<file path="config.mk">
export PLATFORM = sky130hd
export DESIGN_NAME = hsvba_div_chain
export DESIGN_NICKNAME = d
export VERILOG_FILES = /design/src/hsvba_div_cell.sv /design/src/hsvba_div_chain.sv
export SDC_FILE = /design/constraint.sdc
export NUM_CORES = 1
export LEC_CHECK = 0
export ABC_AREA = 1
export BUFFER_PORTS_ARGS = -buffer_cell sky130_fd_sc_hd__buf_4
export CORE_MARGIN = 10
export CORE_UTILIZATION = 40
export CTS_CLUSTER_DIAMETER = 50
export DETAILED_ROUTE_END_ITERATION = 16
export GPL_TIMING_DRIVEN = 0
export PLACE_DENSITY = 0.56
export SYNTH_ARGS = -nofsm -noshare
export SYNTH_HDL_FRONTEND = slang
export SYNTH_SLANG_ARGS = --single-unit
</file>
<file path="constraint.sdc">
create_clock -name clk -period 1.7 [get_ports clk]
set_clock_uncertainty 0.05 [all_clocks]
set_input_delay 0.255 -clock clk [delete_from_list [all_inputs] [get_ports clk]]
set_output_delay 0.255 -clock clk [all_outputs]
set_load 0.02 [all_outputs]
</file>
<file path="src/hsvba_div_cell.sv">
// one restoring division step: one quotient bit per cell, registered
module hsvba_div_cell #(
    parameter int DEN_W  = 10,
    parameter int Q_W    = 16,
    parameter int SIDE_W = 1
) (
    input  logic              clk,
    input  logic              rst_n,
    input  logic              in_valid,
    input  logic [DEN_W-1:0]  in_rem,
    input  logic [Q_W-1:0]    in_nq,
    input  logic [DEN_W-1:0]  in_den,
    input  logic [SIDE_W-1:0] in_side,
    output logic              out_valid,
    output logic [DEN_W-1:0]  out_rem,
    output logic [Q_W-1:0]    out_nq,
    output logic [DEN_W-1:0]  out_den,
    output logic [SIDE_W-1:0] out_side
);

    logic              valid_reg;
    logic [DEN_W-1:0]  rem_reg;
    logic [DEN_W-1:0]  rem_next;
    logic [Q_W-1:0]    nq_reg;
    logic [Q_W-1:0]    nq_next;
    logic [DEN_W-1:0]  den_reg;
    logic [SIDE_W-1:0] side_reg;
    logic [DEN_W:0]    trial;
    logic [DEN_W:0]    diff;
    logic              ge;

    // numerator bits shift out at the top, quotient bits shift in at the bottom
    always_comb
    begin
        trial    = {in_rem, in_nq[Q_W-1]};
        diff     = trial - {1'b0, in_den};
        ge       = (trial >= {1'b0, in_den});
        rem_next = ge ? diff[DEN_W-1:0] : trial[DEN_W-1:0];
        nq_next  = {in_nq[Q_W-2:0], ge};
    end

    always_ff @(posedge clk or negedge rst_n)
    begin
        if (!rst_n)
        begin
            valid_reg <= 1'b0;
        end
        else
        begin
            valid_reg <= in_valid;
        end
    end

    always_ff @(posedge clk)
    begin
        rem_reg  <= rem_next;
        nq_reg   <= nq_next;
        den_reg  <= in_den;
        side_reg <= in_side;
    end

    assign out_valid = valid_reg;
    assign out_rem   = rem_reg;
    assign out_nq    = nq_reg;
    assign out_den   = den_reg;
    assign out_side  = side_reg;

endmodule

</file>
<file path="src/hsvba_div_chain.sv">
// row of division cells giving a Q_W-bit quotient, one word per clock
module hsvba_div_chain #(
    parameter int DEN_W  = 10,
    parameter int Q_W    = 16,
    parameter int SIDE_W = 1
) (
    input  logic              clk,
    input  logic              rst_n,
    input  logic              in_valid,
    input  logic [DEN_W-1:0]  in_rem,
    input  logic [Q_W-1:0]    in_nq,
    input  logic [DEN_W-1:0]  in_den,
    input  logic [SIDE_W-1:0] in_side,
    output logic              out_valid,
    output logic [Q_W-1:0]    out_q,
    output logic [SIDE_W-1:0] out_side
);

    logic              valid_a [0:Q_W];
    logic [DEN_W-1:0]  rem_a   [0:Q_W];
    logic [Q_W-1:0]    nq_a    [0:Q_W];
    logic [DEN_W-1:0]  den_a   [0:Q_W];
    logic [SIDE_W-1:0] side_a  [0:Q_W];

    assign valid_a[0] = in_valid;
    assign rem_a[0]   = in_rem;
    assign nq_a[0]    = in_nq;
    assign den_a[0]   = in_den;
    assign side_a[0]  = in_side;

    for (genvar i = 0; i < Q_W; i++)
    begin : g_cell
        hsvba_div_cell #(
            .DEN_W  (DEN_W),
            .Q_W    (Q_W),
            .SIDE_W (SIDE_W)
        ) u_cell (
            .clk       (clk),
            .rst_n     (rst_n),
            .in_valid  (valid_a[i]),
            .in_rem    (rem_a[i]),
            .in_nq     (nq_a[i]),
            .in_den    (den_a[i]),
            .in_side   (side_a[i]),
            .out_valid (valid_a[i+1]),
            .out_rem   (rem_a[i+1]),
            .out_nq    (nq_a[i+1]),
            .out_den   (den_a[i+1]),
            .out_side  (side_a[i+1])
        );
    end

    assign out_valid = valid_a[Q_W];
    assign out_q     = nq_a[Q_W];
    assign out_side  = side_a[Q_W];

    // a well-formed start remainder must end as a proper remainder
    a_rem_final: assert property (@(posedge clk) disable iff (!rst_n)
        out_valid && $past(in_valid, Q_W) && $past(in_rem < in_den, Q_W)
        |-> rem_a[Q_W] < den_a[Q_W])
        else $error("division remainder not below divisor");

    a_valid_delay: assert property (@(posedge clk) disable iff (!rst_n)
        out_valid |-> $past(in_valid, Q_W))
        else $error("division word without matching input");

    a_den_carried: assert property (@(posedge clk) disable iff (!rst_n)
        valid_a[1] |-> den_a[1] == $past(in_den))
        else $error("divisor not carried along the row");

endmodule

</file>
==> impl_metrics.py <==
metrics = {
    "synth": {
        "synth_edf_count": 0,
        "synthTopCellsByCount": "nand2_1, dfxtp_1, inv_1",
        "syn_avg_cell_area_um2": 8.40,
        "ys_types": 34,
        "synth_async_sr_flop_share_pct": 2.72,
        "yosysMostFrequentCell": "nand2_1",
        "syn_inst": 2715,
        "synth_top_area_share_pct": 50.2,
        "synth_largest_area_cell": "dfxtp_1",
        "synth_nets": 2930,
        "synth_area_leaders": "dfxtp_1, nand2_1, ha_1",
        "synth_area_mm2": 0.0228,
        "synth_seq_cells": 588,
        "synthFlopType": "dfxtp_1",
        "yosysSeqAreaShare_pct": 52.0,
        "synth_warnings": 0,
    },
    "clocking": {
        "clk_path_buf_depth": 3,
        "htreeDepth": 3,
        "cts_buffers": 70,
        "cts.sinks": 588,
        "clk_latency_ps": 610,
        "cts-root-buf": "clkbuf_16",
        "clk_pin_slew_ps": 60,
        "tritoncts": "built",
    },
    "setup_path": {
        "reg2reg_slack_ps": -20,
        "cp_common_cell": "nand2_2",
        "arrival_ps": 2160,
        "path_depth": 12,
        "cp_max_fo": 6,
        "cp-startpoint": "g_cell[10].u_cell.out_den[2]",
        "crit_family": "simple AND/OR/NAND/NOR gates",
        "cp_slowest_cell": "dfxtp_2",
        "endpoint": "g_cell[11].u_cell.out_rem[8]",
        "startpoint_type": "flip-flop",
        "r2r_end": "g_cell[11].u_cell.out_rem[8]",
        "endpoint_kind": "flip-flop",
        "reg2reg_depth": 12,
        "max_stage_delay_ps": 340,
        "r2r_start": "g_cell[10].u_cell.out_den[2]",
        "critical_path_buf_inv_count": 3,
        "crit_type": "reg -> reg",
        "cp_data_required_time_ps": 2140,
        "worstPathCellList": "inv_2 > ha_4 > a21oi_2 > nand2_2 > nand2_2 > nand2_2 > nand2_2 > nand2_4 > buf_12 > buf_16 > nand3_2 > nand2_1",
    },
    "global_route": {
        "overflow": 0,
        "grt_max_degree": 17,
        "grt_first_pass_wirelength_mm": 82.5,
        "first_global_vias": 17300,
        "antenna_found_initial": 0,
        "grt_usage_pct": 14.8,
    },
    "pwr": {
        "ir_drop_uv": 1050,
        "p_sw_share_pct": 37.5,
        "intPower_mw": 40.2,
        "combPwrFrac_pct": 45.3,
        "p_clk_share_pct": 23.5,
        "seqPwrFrac_pct": 31.2,
        "switchingPower_mw": 24.1,
        "leakage_nw": 15.2,
        "p_per_area_mw_per_mm2": 2030,
    },
    "route": {
        "num_vias": 17700,
        "initialDrtViolationCount": 796,
        "drt_pass1_iterations": 5,
        "wl_per_cell_um": 13.6,
        "wirelength_mm": 52.5,
        "ant_nets": 0,
        "route.detailed.drc": 0,
        "vias_per_cell": 4.59,
    },
    "timing": {
        "hold_violations": 0,
        "fin_tns_setup_ps": -26.1,
        "post-route-period-util_pct": 101,
        "layout_setup_ws_ps": -16.2,
        "rsz0062_at_grt": "yes",
        "slew_headroom_pct": 55.4,
        "drv_slew": 0,
        "setup_viol": 4,
        "fin_crit_ps": 1720,
        "fmax_ghz": 0.583,
        "worstMarginPinSlew_ps": 667,
    },
    "place": {
        "place.gp.congestion": 0.833,
        "dp_slack_ps": -245,
        "dp_hpwl_mm": 35.4,
        "portBuffers": 57,
    },
    "floorplan": {
        "core_area_mm2": 0.0564,
        "die_area_mm2": 0.0670,
        "ioPinCount": 58,
        "initial_utilization_pct": 40.5,
        "die_y_um": 259,
        "rows": 87,
        "die_w_um": 259,
    },
    "layout": {
        "diodes": 0,
        "syn2layout_area_growth_pct": 39.0,
        "final_nets": 3258,
        "drive_gt1_share_pct": 37.1,
    },
    "outcome": {
        "status": "finished, violations left",
        "violations": "negative setup slack",
    },
    "worst_hold_path": {
        "hold_path.class": "in -> reg",
        "hp-start": "in_rem[5]",
    },
    "job": {
        "drv_cap": 0,
    },
}
## metal layers
metal  GRT usage (%)  vias up  part of all wire [%]
li1                -     9004                     -
met1            17.4     8248                    43
met2            26.4      290                    51
met3            2.89      129                   3.5
met4            5.44        0                   3.0
met5               0        -                     0
## power groups by stage
stage,combinational [mW],clock [mW],sequential (mW)
after floorplan,15.4,0,19.0
after global placement,19.8,0,19.4
after detailed placement,20.1,0,19.5
after CTS,23.4,15.6,19.7
after global routing,32.3,16.2,20.4
final,29.2,15.1,20.0
## how the worst min path moves through the flow
stage / endpoint / slack, ps / depth (start not counted)
2_1_floorplan: g_cell[0].u_cell.out_valid / -90 / 0
3_3_place_gp: g_cell[0].u_cell.out_valid / 60 / 1
3_5_place_dp: g_cell[1].u_cell.out_valid / 70 / 1
4_1_cts: g_cell[0].u_cell.out_rem[6] / 80 / 5
5_1_grt: g_cell[0].u_cell.out_rem[6] / 130 / 5
6_report: g_cell[0].u_cell.out_rem[6] / 120 / 5
## worst reg2reg max path, stage by stage (launching register included)
cell     delay [ps]
dfxtp_2         340
inv_2            50
ha_4            260
a21oi_2         150
nand2_2          90
nand2_2          80
nand2_2          60
nand2_2          80
nand2_4          90
buf_12          140
buf_16          130
nand3_2          50
nand2_1          50
## registers in the layout (all words and copies together) (netlist names)
register	flops
g_cell.u_cell.out_valid	16
g_cell.u_cell.out_rem	150
g_cell.u_cell.out_side	16
g_cell.u_cell.out_den	150
g_cell.u_cell.out_nq	256
## stage by stage
stage               instances  utilization, %  hold slack [ps]  power [mW]  area [um^2]
floorplan                2715               -            -90.6        34.5        22800
global placement         3528            42.9             59.1        39.3        24200
detailed placement       3528            42.9             70.5        39.6        24200
CTS                      3737            51.2             83.9        58.7        28900
global route             3852            56.2              131        68.9        31700
finish                   3852            56.2              115        64.3        31700
## logic make-up (layout without fill, tap and decap cells)
group	Yosys count	after routing	share of synthesized area (%)
flip-flops	588	588	52.0
AND/OR/NAND/NOR	1341	1341	25.4
buffers and inverters	457	838	8.21
adder cells (fa/ha/maj)	175	175	10.1
AO/OA/AOI/OAI	109	109	2.61
XOR/XNOR	45	45	1.73
## placed cells by master, fill, tap and decap left out, types with 9 or more instances in the layout
cell	instances
ha_4	132
inv_2	73
dfxtp_1	426
nand2_1	708
inv_4	12
dfxtp_2	139
buf_6	11
ha_1	22
dfrtp_1	16
a21oi_1	38
or2_2	12
xor2_1	44
clkbuf_16	80
o21ai_0	13
inv_6	13
nor2_4	15
inv_1	346
nor2_2	27
nand2_4	46
dlygate4sd3_1	39
nand3_1	133
o21bai_1	13
nor2_1	94
nand2_2	174
fa_2	15
nand3b_1	11
clkbuf_1	10
buf_8	9
nand3_2	76
nand4_1	17
buf_4	203
a21oi_2	33
## final cells by class
class | instances | area (um^2)
multi-input cells | 1670 | 12100
repair buffers | 260 | 2290
inverters | 437 | 1700
plain buffers | 16 | 228
clock inverters | 38 | 494
well taps | 756 | 946
clock buffers | 87 | 1900
flip-flops and latches | 588 | 12100
fillers | 4993 | 24700
## what timing repair did
item | CTS | global route
gates resized for setup | 269 | 545
buffers inserted | 44 | 108
pin swaps | 42 | 254
endpoints found under the hold margin | 53 | 0
setup endpoints to repair | 150 | 152
gates cloned | 5 | 9
hold buffers | 39 | 0
No activity file was read; power rests on OpenSTA's default activity.
